### src/design/qpht_pkg.sv
// Package: sizes, codes, state encoding and a helper function of the hash table
package qpht_pkg;

    localparam int SLOTS     = 16;
    localparam int HOME_MOD  = 5;
    localparam int KEY_W     = 31;

    localparam int SLOT_W    = $clog2(SLOTS);
    localparam int HOME_W    = (HOME_MOD > 1) ? $clog2(HOME_MOD) : 1;
    localparam int J_LAST    = SLOTS / 2;
    localparam int J_W       = $clog2(J_LAST + 1);

    // key mod HOME_MOD: q = (key * RECIP) >> RECIP_SH is the exact quotient for any
    // KEY_W-bit key, then key - q * HOME_MOD
    localparam int HOME_SH   = (HOME_MOD > 1) ? $clog2(HOME_MOD) : 0;
    localparam int RECIP_SH  = KEY_W + HOME_SH;
    localparam int RECIP_W   = KEY_W + 1;
    localparam int PROD_W    = KEY_W + RECIP_W;
    localparam int QUOT_W    = PROD_W - RECIP_SH;
    localparam longint unsigned RECIP_VAL =
        ((64'd1 << RECIP_SH) + 64'(HOME_MOD) - 64'd1) / 64'(HOME_MOD);

    typedef logic [KEY_W-1:0]   t_key;
    typedef logic [HOME_W-1:0]  t_home;
    typedef logic [SLOT_W-1:0]  t_slot;
    typedef logic [RECIP_W-1:0] t_recip;

    localparam t_recip RECIP  = t_recip'(RECIP_VAL);
    localparam t_key   HOME_K = t_key'(HOME_MOD);

    typedef enum logic {
        OP_INSERT = 1'b0,
        OP_DELETE = 1'b1
    } t_op;

    typedef enum logic [3:0] {
        ST_IDLE,
        ST_HOME,
        ST_INS,
        ST_DCHK,
        ST_SRD,
        ST_SCMP,
        ST_CRD,
        ST_CCMP,
        ST_DONE
    } t_state;

    // home value stored next to the key so compaction never recomputes it
    typedef struct packed {
        t_home home;
        t_key  key;
    } t_entry;

    // home mod SLOTS (SLOTS is a power of two)
    function automatic t_slot home_slot(t_home h);
        logic [HOME_W+SLOT_W-1:0] w;
        w = (HOME_W + SLOT_W)'(h);
        return w[SLOT_W-1:0];
    endfunction

endpackage

### src/design/qpht_if.sv
// Interfaces: request (op, key) and response (success) channels
interface qpht_req_if
    import qpht_pkg::*;
();
    logic valid;
    logic ready;
    t_op  op;
    t_key key;

    modport source (output valid, output op, output key, input ready);
    modport sink   (input valid, input op, input key, output ready);
endinterface

interface qpht_rsp_if;
    logic valid;
    logic ready;
    logic success;

    modport source (output valid, output success, input ready);
    modport sink   (input valid, input success, output ready);
endinterface

### src/design/quadratic_probe_hash_table.sv
// Top level: open-addressed hash table with quadratic probing and delete compaction
//
//  channel  | dir | word          | handshake
//  ---------+-----+---------------+-------------
//  i_req    | in  | op, key       | valid/ready
//  o_rsp    | out | success       | valid/ready
//
// One word at a time. The key remainder is a reciprocal multiply, then a multiply back
// and subtract; insert then probes one slot a cycle over offsets 0..8; delete checks
// the home slot, then searches and compacts over offsets 0..8, reading each slot and
// then comparing it. The done state hands the word to the output register once it is
// free, and the idle state takes the next one.
// Reset empties every slot at once; the key memory itself is not cleared.
// A stalled output holds the finished word; the next request is taken meanwhile.
module quadratic_probe_hash_table
    import qpht_pkg::*;
(
    input  logic      i_clk,
    input  logic      i_rst_n,
    qpht_req_if.sink  i_req,
    qpht_rsp_if.source o_rsp
);

    t_state             r_state, n_state;
    logic [SLOTS-1:0]   r_slot_valid;
    t_entry             r_mem [SLOTS];
    t_entry             r_rd_data;

    t_op                r_op;
    t_key               r_key;
    t_home              r_home;
    logic [QUOT_W-1:0]  r_quot;
    logic               r_step;
    logic [J_W-1:0]     r_j;
    t_slot              r_sq;
    t_slot              r_hole;
    logic               r_succ;
    logic               r_out_valid;
    logic               r_out_success;

    logic               w_in_acc;
    logic               w_out_free;
    logic               w_last;
    logic               w_step_last;
    logic [PROD_W-1:0]  w_prod;
    t_key               w_qd;
    t_key               w_rem;
    t_slot              w_slot;
    t_slot              w_sq_nx;
    logic [SLOT_W:0]    w_odd;
    logic               w_s_valid;
    logic               w_key_hit;
    logic               w_home_hit;

    logic               w_adv;
    logic               w_mem_we;
    t_slot              w_wr_addr;
    t_entry             w_wdata;
    logic               w_set_en;
    logic               w_clr_en;
    t_slot              w_clr_addr;
    logic               w_hole_ld;
    t_slot              w_hole_nx;
    logic               w_succ_ld;
    logic               w_succ_val;

    assign i_req.ready   = (r_state == ST_IDLE);
    assign w_in_acc      = i_req.valid && i_req.ready;
    assign w_out_free    = !r_out_valid || o_rsp.ready;
    assign o_rsp.valid   = r_out_valid;
    assign o_rsp.success = r_out_success;

    assign w_last      = (r_j == J_W'(J_LAST));
    assign w_step_last = r_step;
    // remainder: quotient while r_step is low, key - q * HOME_MOD once it is high
    assign w_prod      = PROD_W'(r_key) * PROD_W'(RECIP);
    assign w_qd        = t_key'(r_quot) * HOME_K;
    assign w_rem       = r_key - w_qd;
    assign w_slot      = home_slot(r_home) + r_sq;
    // (j+1)^2 = j^2 + 2j + 1
    assign w_odd       = {SLOT_W'(r_j), 1'b1};
    assign w_sq_nx     = r_sq + w_odd[SLOT_W-1:0];
    assign w_s_valid   = r_slot_valid[w_slot];
    assign w_key_hit   = w_s_valid && (r_rd_data.key == r_key);
    assign w_home_hit  = w_s_valid && (r_rd_data.home == r_home);

    // next state
    always_comb begin
        n_state = r_state;
        case (r_state)
            ST_IDLE: if (w_in_acc) n_state = ST_HOME;
            ST_HOME: begin
                if (w_step_last) n_state = (r_op == OP_INSERT) ? ST_INS : ST_DCHK;
            end
            ST_INS:  if (!w_s_valid || w_last) n_state = ST_DONE;
            ST_DCHK: n_state = w_s_valid ? ST_SRD : ST_DONE;
            ST_SRD:  n_state = ST_SCMP;
            ST_SCMP: begin
                if (w_last) n_state = ST_DONE;
                else        n_state = w_key_hit ? ST_CRD : ST_SRD;
            end
            ST_CRD:  n_state = ST_CCMP;
            ST_CCMP: n_state = w_last ? ST_DONE : ST_CRD;
            ST_DONE: if (w_out_free) n_state = ST_IDLE;
            default: n_state = ST_IDLE;
        endcase
    end

    // datapath control
    always_comb begin
        w_adv      = 1'b0;
        w_mem_we   = 1'b0;
        w_wr_addr  = w_slot;
        w_wdata    = '{home: r_home, key: r_key};
        w_set_en   = 1'b0;
        w_clr_en   = 1'b0;
        w_clr_addr = w_slot;
        w_hole_ld  = 1'b0;
        w_hole_nx  = r_hole;
        w_succ_ld  = 1'b0;
        w_succ_val = 1'b0;
        case (r_state)
            ST_INS: begin
                if (!w_s_valid) begin
                    w_mem_we   = 1'b1;
                    w_set_en   = 1'b1;
                    w_succ_ld  = 1'b1;
                    w_succ_val = 1'b1;
                end else if (w_last) begin
                    w_succ_ld  = 1'b1;
                end else begin
                    w_adv      = 1'b1;
                end
            end
            ST_DCHK: begin
                if (!w_s_valid) w_succ_ld = 1'b1;
            end
            ST_SCMP: begin
                if (w_key_hit) begin
                    w_hole_ld = 1'b1;
                    w_hole_nx = w_slot;
                    if (w_last) begin
                        w_clr_en   = 1'b1;
                        w_succ_ld  = 1'b1;
                        w_succ_val = 1'b1;
                    end else begin
                        w_adv      = 1'b1;
                    end
                end else if (w_last) begin
                    w_succ_ld = 1'b1;
                end else begin
                    w_adv     = 1'b1;
                end
            end
            ST_CCMP: begin
                // same-home entry moves back into the hole
                if (w_home_hit) begin
                    w_mem_we  = 1'b1;
                    w_wr_addr = r_hole;
                    w_wdata   = r_rd_data;
                    w_hole_ld = 1'b1;
                    w_hole_nx = w_slot;
                end
                if (w_last) begin
                    w_clr_en   = 1'b1;
                    w_clr_addr = w_hole_nx;
                    w_succ_ld  = 1'b1;
                    w_succ_val = 1'b1;
                end else begin
                    w_adv      = 1'b1;
                end
            end
            default: ;
        endcase
    end

    // control registers
    always_ff @(posedge i_clk) begin
        if (!i_rst_n) begin
            r_state      <= ST_IDLE;
            r_slot_valid <= '0;
            r_out_valid  <= 1'b0;
        end else begin
            r_state <= n_state;
            if (w_set_en) r_slot_valid[w_slot]     <= 1'b1;
            if (w_clr_en) r_slot_valid[w_clr_addr] <= 1'b0;
            if (r_state == ST_DONE && w_out_free) begin
                r_out_valid <= 1'b1;
            end else if (o_rsp.ready) begin
                r_out_valid <= 1'b0;
            end
        end
    end

    // payload and sequencer counters
    always_ff @(posedge i_clk) begin
        if (w_in_acc) begin
            r_op   <= i_req.op;
            r_key  <= i_req.key;
            r_step <= 1'b0;
        end else if (r_state == ST_HOME) begin
            if (!r_step) r_quot <= w_prod[PROD_W-1:RECIP_SH];
            else         r_home <= w_rem[HOME_W-1:0];
            r_step <= 1'b1;
        end

        if (r_state == ST_HOME) begin
            r_j  <= '0;
            r_sq <= '0;
        end else if (w_adv) begin
            r_j  <= r_j + 1'b1;
            r_sq <= w_sq_nx;
        end

        if (w_hole_ld) r_hole <= w_hole_nx;
        if (w_succ_ld) r_succ <= w_succ_val;
        if (r_state == ST_DONE && w_out_free) r_out_success <= r_succ;
    end

    // key memory: one write port, one registered read port
    always_ff @(posedge i_clk) begin
        if (w_mem_we) r_mem[w_wr_addr] <= w_wdata;
        r_rd_data <= r_mem[w_slot];
    end

    a_ins_fills_one: assert property (@(posedge i_clk) disable iff (!i_rst_n)
        w_set_en |=> $countones(r_slot_valid) == $past($countones(r_slot_valid)) + 1)
        else $error("insert did not occupy exactly one new slot");

    a_del_frees_one: assert property (@(posedge i_clk) disable iff (!i_rst_n)
        w_clr_en |=> $countones(r_slot_valid) == $past($countones(r_slot_valid)) - 1)
        else $error("delete did not free exactly one slot");

    a_occupancy_quiet: assert property (@(posedge i_clk) disable iff (!i_rst_n)
        (!w_set_en && !w_clr_en) |=> $stable(r_slot_valid))
        else $error("slot occupancy changed without a set or clear");

    a_probe_bound: assert property (@(posedge i_clk) disable iff (!i_rst_n)
        w_adv |-> (r_j < J_W'(J_LAST)))
        else $error("probe offset advanced past the end of the path");

    a_done_has_result: assert property (@(posedge i_clk) disable iff (!i_rst_n)
        (r_state == ST_DONE && w_out_free) |=> o_rsp.valid)
        else $error("finished word not presented on the output");

endmodule

### src/flat_wrapper.sv
// flat-port wrapper written by rule: the top's interface ports become plain ports
module quadratic_probe_hash_table_flat import qpht_pkg::*;
  (i_clk, i_rst_n, i_req_valid, i_req_op, i_req_key, i_req_ready, o_rsp_valid, o_rsp_success, o_rsp_ready);
  qpht_req_if i_req_i ();
  qpht_rsp_if o_rsp_i ();
  input  logic i_clk;
  input  logic i_rst_n;
  input wire logic [$bits(i_req_i.valid)-1:0] i_req_valid;
  input wire logic [$bits(i_req_i.op)-1:0] i_req_op;
  input wire logic [$bits(i_req_i.key)-1:0] i_req_key;
  output wire logic [$bits(i_req_i.ready)-1:0] i_req_ready;
  output wire logic [$bits(o_rsp_i.valid)-1:0] o_rsp_valid;
  output wire logic [$bits(o_rsp_i.success)-1:0] o_rsp_success;
  input wire logic [$bits(o_rsp_i.ready)-1:0] o_rsp_ready;
  assign i_req_i.valid = i_req_valid;
  assign i_req_i.op = i_req_op;
  assign i_req_i.key = i_req_key;
  assign i_req_ready = i_req_i.ready;
  assign o_rsp_valid = o_rsp_i.valid;
  assign o_rsp_success = o_rsp_i.success;
  assign o_rsp_i.ready = o_rsp_ready;
  quadratic_probe_hash_table u_core (.i_clk(i_clk), .i_rst_n(i_rst_n), .i_req(i_req_i), .o_rsp(o_rsp_i));
endmodule
### config.mk
export PLATFORM = sky130hd
export DESIGN_NAME = quadratic_probe_hash_table_flat
export DESIGN_NICKNAME = d
export VERILOG_FILES = /design/src/design/qpht_pkg.sv /design/src/design/qpht_if.sv /design/src/design/quadratic_probe_hash_table.sv /design/src/flat_wrapper.sv
export SDC_FILE = /design/constraint.sdc
export NUM_CORES = 1
export LEC_CHECK = 0
export BUFFER_PORTS_ARGS = -buffer_cell sky130_fd_sc_hd__buf_2
export CORE_UTILIZATION = 50
export CTS_CLUSTER_DIAMETER = 80
export CTS_CLUSTER_SIZE = 30
export DETAILED_ROUTE_END_ITERATION = 10
export GPL_ROUTABILITY_DRIVEN = 0
export GPL_TIMING_DRIVEN = 0
export HOLD_SLACK_MARGIN = 0.03
export PLACE_DENSITY = 0.66
export SLEW_MARGIN = 20
export SYNTH_ARGS = -nofsm -noshare
export SYNTH_HDL_FRONTEND = slang
export SYNTH_SLANG_ARGS = --single-unit
### constraint.sdc
create_clock -name i_clk -period 8.67 [get_ports i_clk]
set_input_delay 0.867 -clock i_clk [delete_from_list [all_inputs] [get_ports i_clk]]
set_output_delay 0.867 -clock i_clk [all_outputs]
set_load 0.03 [all_outputs]
==> results_dict.tcl <==
set metrics [dict create \
    reg2reg_to "u_core.r_quot[2]$_DFFE_PP_" \
    coreArea_um2 64700 \
    pre_cts_ws_ps 1340 \
    netlist_area_um2 32900 \
    synth_edf_count 588 \
    final_area_um2 35800 \
    netlist_top_cells_area "edfxtp_1 (54%), fa_1 (10%), mux4_2 (9.6%)" \
    initial_core_util_pct 50.8 \
    rsz0062_at_grt "no" \
    start_kind "register" \
    grt_pass1_wl_mm 113 \
    synth.most_common_cell "edfxtp_1" \
    worst_slack_ps 1340 \
    wirelength_mm 74.2 \
    cts_setup_buffers 0 \
    ys.flop_type "edfxtp_1" \
    totalNegativeSetupSlack_ps 0 \
    num_rows 93 \
    relSlewSlack_pct 28.8 \
    path_class "register to register" \
    synth_nets 2506 \
    crit_start "u_core.r_key[5]$_DFFE_PP_" \
    via_count 17500 \
    hold_buffers 0 \
    cts_resized 0 \
    arrival_ps 7660 \
    die_area_um2 66700 \
    place_area_um2 34600 \
    die-width_um 258 \
    min_path_type "register to register" \
    ctsHtreeMaxLevel 2 \
    crit_path_end_kind "register" \
    worst_slew_pin_slew_ps 1040 \
    cts_buffers 34 \
    drive_gt1_share_pct 14.9 \
    grt_overflow 0 \
    synthTopCellsByCount "edfxtp_1 (588), inv_1 (260), nand2_1 (209), ha_1 (196), fa_1 (168)" \
    grt_usage_pct 22.9 \
    yosysTopAreaCell "edfxtp_1" \
    synth_top_area_share_pct 53.7 \
    setup.worst_path.end "u_core.r_quot[2]$_DFFE_PP_" \
    ant_nets 0 \
    root_buffer "clkbuf_16" \
    rr_startpoint "u_core.r_key[5]$_DFFE_PP_" \
    required_ps 9000 \
    ys_warn_count 0 \
    drv_slew 0 \
    period_share_pct 84.6 \
    fin_util_pct 55.4 \
    final_nets 2597 \
    hold_viol 0 \
    antenna_found_initial 0 \
    r2r_cells 22 \
    area_delta_synth_final_pct 9.09 \
    drt_iter0_markers 1728 \
    layout_min_cycle_time_ps 7330 \
    setup_violations 0 \
    grt_start_max_net_pins 32 \
    clk_transition_reported_paths_ps 90 \
    cts.path.max_buffers 3 \
    status "finished clean" \
    grt_pass1_vias 18600 \
    diodes 0 \
    netlist_instances 2106 \
    synthArstFlopShare_pct 0 \
    die_h_um 258 \
    worstSkewPairLatency_ps 600 \
    avgSynthCellArea_um2 15.6 \
    cts_tree "done" \
    fmax_mhz 136 \
    post_drt_wl_per_cell_um 24.1 \
    synth.distinct_cells 58 \
    cp_max_fo 6 \
    max_cap_viol_count 0 \
    ios 39 \
    skew_ps 42.0 \
    drc 0 \
    regToRegSetupSlack_ps 1340 \
    ys_seq_area_share_pct 57.6 \
    clock-sinks 652 \
    avgViaCountPerCell 5.70 \
    io_buffers 38 \
    hpwl_mm 56.0 \
    first_pass_iters 6 \
    ys_seq_elements 652 \
]
-- cell usage in the layout, fill, tap and decap left out, types with 16 or more instances in the layout --
cell / synthesis / routed
o21ai_0: 19 / 19
inv_1: 260 / 260
nor2_1: 46 / 29
a31oi_1: 38 / 38
xnor2_1: 56 / 55
buf_2: 14 / 52
a21oi_1: 24 / 24
ha_1: 196 / 196
and3_1: 37 / 37
clkbuf_1: 46 / 55
nor2_4: 0 / 16
edfxtp_1: 588 / 588
fa_1: 168 / 168
dfxtp_1: 64 / 64
mux2_2: 35 / 35
mux4_2: 140 / 140
nand2_1: 209 / 209
clkbuf_16: 0 / 34
-- cell families (layout without fill, tap and decap cells) --
group	Yosys count	in the layout	share of synthesized area, %
simple gates	362	362	4.94
compound gates	140	140	2.80
fa+ha+maj	364	364	17.7
xor+xnor	71	71	1.89
mux	186	186	11.1
flops	652	652	57.6
buf+inv	331	447	3.88
-- metal layers --
layer  track usage, %  vias to the layer above  wire length, um
met5                0                        -                0
met4             6.80                        0             2180
met3             3.74                      119             4990
met2             39.6                      610            37100
met1             30.0                     9018            29900
li1                 -                     7799                -
-- critical path, stage by stage (launching register included) --
cell       delay (ps)
edfxtp_1          690
inv_1              90
ha_1              300
inv_1              70
fa_1              560
inv_1              80
fa_1              510
fa_1              680
fa_1              570
inv_1              50
fa_1              480
inv_1              60
fa_1              510
fa_1              540
inv_1              40
ha_1              300
nand2_1            60
nor3_1            330
nand2_1            80
a2111oi_0         310
a22oi_1           240
a311oi_1          400
xnor2_1           110
-- sequential cells by signal, summed over array words and instances, names as in the netlist, 3 cells and up --
register and count:
u_core.r_key 31, u_core.r_home 3, u_core.r_hole 4, u_core.r_slot_valid 16, u_core.r_rd_data 34, u_core.r_quot 3
u_core.r_sq 4, u_core.r_j 4, u_core.r_state 4, u_core.r_mem 544
-- area by class of cell --
type                            count  area (um2)
Fill cell                        5137       28900
Sequential cell                   652       18900
Multi-Input combinational cell   1123       12800
Tap cell                          855        1070
Inverter                          260         976
Clock buffer                       43         885
Timing Repair Buffer               55         591
Clock inverter                     18         307
Buffer                             71         302
-- worst min-delay path by stage --
stage                                        from                              to  slack (ps)  cells after the start
final                     u_core.r_succ$_DFFE_PP_  u_core.o_rsp.success$_DFFE_PP_         430                      0
after global routing                 i_req_key[0]       u_core.r_key[0]$_DFFE_PP_         440                      1
after floorplan           u_core.r_succ$_DFFE_PP_  u_core.o_rsp.success$_DFFE_PP_         400                      0
after CTS                            i_req_key[5]       u_core.r_key[5]$_DFFE_PP_         430                      1
after detailed placement  u_core.r_succ$_DFFE_PP_  u_core.o_rsp.success$_DFFE_PP_         410                      0
after global placement    u_core.r_succ$_DFFE_PP_  u_core.o_rsp.success$_DFFE_PP_         410                      0
-- per-stage QoR --
stage                     instances  hold slack (ps)
after floorplan                2106              400
after global placement         2999              406
after detailed placement       3016              407
after CTS                      3077              428
after global routing           3077              436
final                          3077              428
Power is left out: the tool's default activity adds up to more than one toggle a clock period on the data nets, which glitch-free logic cannot reach.
